**config.mk**
```make
export PLATFORM = sky130hd
export DESIGN_NAME = bcps_interp
export DESIGN_NICKNAME = d
export VERILOG_FILES = /design/src/rtl/core/bitcrush_pitch_shifter_unit_defines.svh /design/src/rtl/core/bcps_pkg.sv /design/src/rtl/core/bcps_interp.sv
export SDC_FILE = /design/constraint.sdc
export NUM_CORES = 1
export LEC_CHECK = 0
export BUFFER_PORTS_ARGS = -buffer_cell sky130_fd_sc_hd__buf_4
export CORE_MARGIN = 8
export CORE_UTILIZATION = 55
export CTS_CLUSTER_DIAMETER = 60
export DETAILED_ROUTE_END_ITERATION = 12
export PLACE_DENSITY_LB_ADDON = 0.08
export SLEW_MARGIN = 40
export SYNTH_ARGS = -nofsm -noshare
export SYNTH_HDL_FRONTEND = slang
export SYNTH_SLANG_ARGS = --single-unit
```
**constraint.sdc**
```tcl
create_clock -name clock -period 10.59 [get_ports clock]
set_clock_uncertainty 0.2 [all_clocks]
set_input_delay 1.059 -clock clock [delete_from_list [all_inputs] [get_ports clock]]
set_output_delay 1.059 -clock clock [all_outputs]
set_load 0.01 [all_outputs]
```
**src/rtl/core/bitcrush_pitch_shifter_unit_defines.svh**
```systemverilog
// assertion macros for the bitcrush pitch shifter
// used by modules that carry concurrent checks; no other dependencies
`ifndef BITCRUSH_PITCH_SHIFTER_UNIT_DEFINES_SVH
`define BITCRUSH_PITCH_SHIFTER_UNIT_DEFINES_SVH

// property that must hold at every clock edge out of reset
`define BCPS_ASSERT(lbl, prop, msg) \
   lbl: assert property (@(posedge clock) disable iff (reset) (prop)) else $error(msg);

// consequent must hold in the cycle after the antecedent
`define BCPS_ASSERT_NEXT(lbl, ante, cons, msg) \
   lbl: assert property (@(posedge clock) disable iff (reset) (ante) |=> (cons)) else $error(msg);

`endif

```
**src/rtl/core/bcps_pkg.sv**
```systemverilog
// shared constants and types for the bitcrush pitch shifter
// no dependencies
`timescale 1ns / 1ps

package bcps_pkg;

   localparam int SampleBits   = 12;
   localparam int FracBits     = 16;
   localparam int StoreDepth   = 512;   // power of two, pointers wrap naturally
   localparam int AddrBits     = $clog2(StoreDepth);
   localparam int PosBits      = AddrBits + FracBits;
   localparam int CrushBits    = 5;
   localparam int RateBits     = 18;
   localparam int CsrDataBits  = 18;
   localparam int CsrIndexBits = 1;
   localparam int ProdBits     = SampleBits + FracBits + 2;
   localparam int FifoDepth    = 4;
   localparam int FifoPtrBits  = $clog2(FifoDepth);
   localparam int FifoCntBits  = FifoPtrBits + 1;

   localparam logic [CrushBits-1:0] CrushReset = CrushBits'(1);
   localparam logic [RateBits-1:0]  RateReset  = RateBits'(65536);

   typedef enum logic [CsrIndexBits-1:0] {
      CsrCrushFactor = 1'b0,
      CsrPitchRate   = 1'b1
   } csr_index_type;

   // how each of the two interpolation taps gets its data
   typedef struct packed {
      logic                  valid;
      logic                  fwd_a;
      logic                  fwd_b;
      logic                  live_a;
      logic                  live_b;
      logic [SampleBits-1:0] fwd_data;
      logic [FracBits-1:0]   frac;
   } tap_ctrl_type;

endpackage

```
**src/rtl/core/bcps_interp.sv**
```systemverilog
// two-stage linear interpolation between adjacent store entries
// depends on bcps_pkg
`timescale 1ns / 1ps

module bcps_interp (
   input  logic                                clock,
   input  logic                                reset,
   input  bcps_pkg::tap_ctrl_type              ctrl,
   input  logic [bcps_pkg::SampleBits-1:0]     ram_a,
   input  logic [bcps_pkg::SampleBits-1:0]     ram_b,
   output logic                                out_valid,
   output logic [bcps_pkg::SampleBits-1:0]     out_sample
);

   localparam int SB = bcps_pkg::SampleBits;
   localparam int FB = bcps_pkg::FracBits;
   localparam int PB = bcps_pkg::ProdBits;

   logic [SB-1:0]        tap_a;
   logic [SB-1:0]        tap_b;
   logic signed [SB:0]   diff;
   logic signed [PB-1:0] prod_in;
   logic signed [PB-1:0] prod_ff;
   logic [SB-1:0]        base_in;
   logic [SB-1:0]        base_ff;
   logic                 valid_in;
   logic                 valid_ff;
   logic signed [PB-1:0] mix;

   // unwritten entries read as zero, same-cycle writes are forwarded
   always_comb begin
      tap_a = ctrl.fwd_a ? ctrl.fwd_data : (ctrl.live_a ? ram_a : '0);
      tap_b = ctrl.fwd_b ? ctrl.fwd_data : (ctrl.live_b ? ram_b : '0);
      diff  = $signed({1'b0, tap_b}) - $signed({1'b0, tap_a});
   end

   // a*(1-f) + b*f folded into a + (b-a)*f, one multiplier
   assign prod_in  = PB'(diff * $signed({1'b0, ctrl.frac}));
   assign base_in  = tap_a;
   assign valid_in = ctrl.valid;

   always_ff @(posedge clock) begin
      if (reset) begin
         valid_ff <= 1'b0;
      end else begin
         valid_ff <= valid_in;
      end
   end

   always_ff @(posedge clock) begin
      prod_ff <= prod_in;
      base_ff <= base_in;
   end

   assign mix = $signed({2'b00, base_ff, {FB{1'b0}}}) + prod_ff;

   always_comb begin
      if (mix[PB-1]) begin
         out_sample = '0;
      end else if (|mix[PB-2:FB+SB]) begin
         out_sample = '1;
      end else begin
         out_sample = mix[FB +: SB];
      end
   end

   assign out_valid = valid_ff;

endmodule

```
# Word-level counts from Yosys, hierarchy flattened
# Index checks and enable logic that the tools add are counted.
# word_totals
ff_bits	43
latchBits	0
mem_bits_rw	0
romBits	0
in_bits	59
out_inout_bits	13
elab_cells	12
mem_count	0
# classes
addsub	2
n_mul	1
div	0
n_lt_le_gt_ge	0
eq_ne	0
shift	0
n_mux	6
bitwise	0
n_reduce_logical	0
# op_table
operator	n
two-way mux 12 bit	6
adder 29 x 30 -> 30 bit	1
multiplier 13 x 17 -> 30 bit	1
subtractor 12 x 12 -> 13 bit	1

# Longest topological paths before layout
# depth
depth_word	4
mapped_depth	33
mapped_depth_nobuf	32

# Least setup slack after synthesis
# OpenSTA, ideal clock, no wires.
# synth_path
path_type	input to register
from	input ctrl[30] (netlist name)
to	register prod_ff[26]
setup_ns	0.133
arrival_time_ns	8.252
required_ns	10.257
slack_ns	2.006
path_stages	31
n_path_buf	2
path_cell_list	clkbuf_1 -> nor2_1 -> a21oi_1 -> ha_1 -> inv_1 -> fa_1 -> a21o_1 -> a21o_1 -> a211oi_1 -> o21bai_1 -> o22ai_1 -> xor2_1 -> clkbuf_1 -> nand2b_1 -> fa_1 -> fa_1 -> inv_1 -> fa_1 -> fa_1 -> fa_1 -> inv_1 -> fa_1 -> inv_1 -> ha_1 -> and3_1 -> and2_2 -> o2111a_1 -> a211o_2 -> a211o_1 -> nand4b_1 -> o311ai_2
# synth_between
elab_chain_cells	3
# synth_lines
item	line	rtl
from (decl)	bcps_interp.sv:8	input bcps_pkg::tap_ctrl_type ctrl,
two-way mux 12 bit	bcps_interp.sv:33	tap_b = ctrl.fwd_b ? ctrl.fwd_data : (ctrl.live_b ? ram_b : '0);
subtractor 12 x 12 -> 13 bit	bcps_interp.sv:34	diff = $signed({1'b0, tap_b}) - $signed({1'b0, tap_a});
multiplier 13 x 17 -> 30 bit	bcps_interp.sv:38	assign prod_in = PB'(diff * $signed({1'b0, ctrl.frac}));
named net prod_in[26]	bcps_interp.sv:22	logic signed [PB-1:0] prod_in;
to (signal assigned)	bcps_interp.sv:51	prod_ff <= prod_in;
to (decl)	bcps_interp.sv:23	logic signed [PB-1:0] prod_ff;
# The timed path passes the listed nets, and every way through them passes these cells.
# A chain may end at the register's enable or synchronous reset.

# Worst setup path after layout
# layout_path
from	input ctrl[31] (netlist name)
to	register prod_ff[29]
# layout_between
elab_chain_cells	3
# layout_lines
item	line	rtl
two-way mux 12 bit	bcps_interp.sv:32	tap_a = ctrl.fwd_a ? ctrl.fwd_data : (ctrl.live_a ? ram_a : '0);
subtractor 12 x 12 -> 13 bit	bcps_interp.sv:34	
multiplier 13 x 17 -> 30 bit	bcps_interp.sv:38	
named net prod_in[29]	bcps_interp.sv:22	
# The timed path passes the listed nets, and every way through them passes these cells.

==> qor.yml <==
status: "completed"
fin_cells: 1203
cts_max_level: 1
dp_hpwl_mm: 17.1
endpoint_kind: "flip-flop"
gr-usage-all-layers_pct: 21.0
use_met1_pct: 28.2
cts_tree: "built"
nets: 1352
syn_nets: 1301
tightest_slew_ns: 0.816
n_fill_cell: 1394
synth_edf_count: 0
setup_viol: 0
synthesis.area_sq_um: 8530
use_met2_pct: 36.7
cap_violations: 0
routed_wl_mm: 20.1
rows: 45
die_y_microns: 141
port_buffers: 71
rsz0062_at_grt: "false"
cp_slowest_cell: "o41ai_1"
root_buffer: "clkbuf_16"
layout_commonest_cell: "inv_1"
drt-initial-drc-count: 367
overflow: 0
diodes: 0
hold_class: "in2reg"
avgSynthCellArea_sq_um: 8.84
critPathMaxStageDelay_ns: 0.56
numCtsBuffers: 3
dieArea_sq_um: 19700
drc: 0
drv_slew: 0
synth-seq-cells: 27
grt_util_met3_pct: 1.97
max-slew-margin-rel_pct: 45.6
cts_resized: 0
synthCells: 965
seq_area_frac_synth_pct: 6.34
io_pins: 72
required_ns: 10.58
dp_cells: 1199
dieWidth_microns: 141
core_sq_um: 15200
tns_ns: 0
clkTransAtPathRegs_ns: 0.07
grt_pass1_wl_mm: 34.0
area_growth_pct: 9.60
min_period_ns: 8.82
max_freq_ghz: 0.113
critPathMaxFanout: 16
firstDrtPassIters: 5
grt-busiest-layer: "met2"
postCtsSetupBuffers: 0
ctsHoldBuffers: 0
ant_nets: 0
grt_pass1_vias: 6807
wire_per_inst_microns: 16.7
path_common_cell: "fa_1"
gp_congestion: 0.852
worstPathArrival_ns: 8.81
synth_cell_types: 54
hold_violations: 0
synthFlopType: "dfxtp_1"
drive_gt1_share_pct: 10.9
critical_path.startpoint_type: "primary input"
async_reset_ff_share_pct: 0
yosys_warnings: 0
grt_antenna_before_repair: 0
start_util_pct: 56.1
grt_max_degree: 19
path_class: "in2reg"
clockBufferDepth: 2
avgViaCountPerCell: 5.51
layout_common_cells: "inv_1 (166), fa_1 (155), nand2_1 (141), ha_1 (122), buf_4 (83)"
vias: 6628
clock-sinks: 27
finalCritPeriodShare_pct: 83.3
## critical path, delay by kind of cell
kind / cells / cell delay [ns]
XOR/XNOR: 1 / 0.13
AO/OA/AOI/OAI: 7 / 1.78
buffers and inverters: 5 / 0.50
adder cells (fa/ha/maj): 8 / 3.31
AND/OR/NAND/NOR: 8 / 2.01
## routing by layer
metal  up-vias  share of wire (%)
met1      3303                 45
met5         -                  0
met3        16                4.9
li1       3166                  -
met2       143                 49
met4         0               0.99
## state kept, by name (all words and copies together), names as in the netlist
signal and count:
prod_ff 14, base_ff 12, out_valid 1
## cell usage after synthesis (3+ instances only)
cell type	count	area (sq um)
xor2_1	17	149
xnor2_1	16	140
nand2b_1	10	62.6
and2b_2	4	35.0
and2_1	38	238
nor3_1	6	30.0
and3_1	3	18.8
a22o_1	11	96.3
a211oi_1	6	45.0
o31ai_1	3	22.5
o21bai_1	5	37.5
inv_1	166	623
and2_2	3	22.5
a211o_1	4	35.0
nor2_1	30	113
nand4_1	4	25.0
dfxtp_1	27	541
nand2_1	141	529
nand3_1	6	30.0
fa_1	155	3100
ha_1	122	1530
a31oi_1	5	31.3
a21o_1	8	60.1
o21ai_0	21	105
a21oi_1	44	220
a22oi_1	11	82.6
clkbuf_1	37	139
nor2b_1	27	169
or2_2	6	37.5
## worst paths after layout
path	from	end	slack [ns]	depth (start not counted)
max	ctrl[31]	prod_ff[29]	1.77	29
min	reset	out_valid	0.74	2
## through the flow
stage               hold slack, ns  cell area (sq um)  setup slack (ns)  util (%)
floorplan                    0.931               8530              2.01         -
global placement              1.01               9260              1.59      60.9
detailed placement            1.02               9260              1.51      60.9
CTS                          0.740               9340              1.76      61.4
global route                 0.738               9350              1.37      61.5
finish                       0.744               9350              1.77      61.5
## cell families (layout without fill, tap and decap cells)
family,count (synthesis),count (layout),share of synthesized area [%]
AND/OR/NAND/NOR,290,290,16.6
XOR/XNOR,33,33,3.39
buffers and inverters,203,253,8.93
AO/OA/AOI/OAI,135,135,10.4
adder cells (fa/ha/maj),277,277,54.3
flip-flops,27,27,6.34
## cell type report
type | instances | area, sq um | share of cell area, %
Clock buffer | 3 | 75.1 | 0.803
Clock inverter | 1 | 8.76 | 0.0937
Inverter | 166 | 623 | 6.67
Multi-Input combinational cell | 735 | 7240 | 77.5
Sequential cell | 27 | 541 | 5.78
Tap cell | 188 | 235 | 2.52
Timing Repair Buffer | 83 | 623 | 6.67
Power is not shown: default switching activity piles up to over one toggle a cycle in this logic, so the estimate is an artifact.
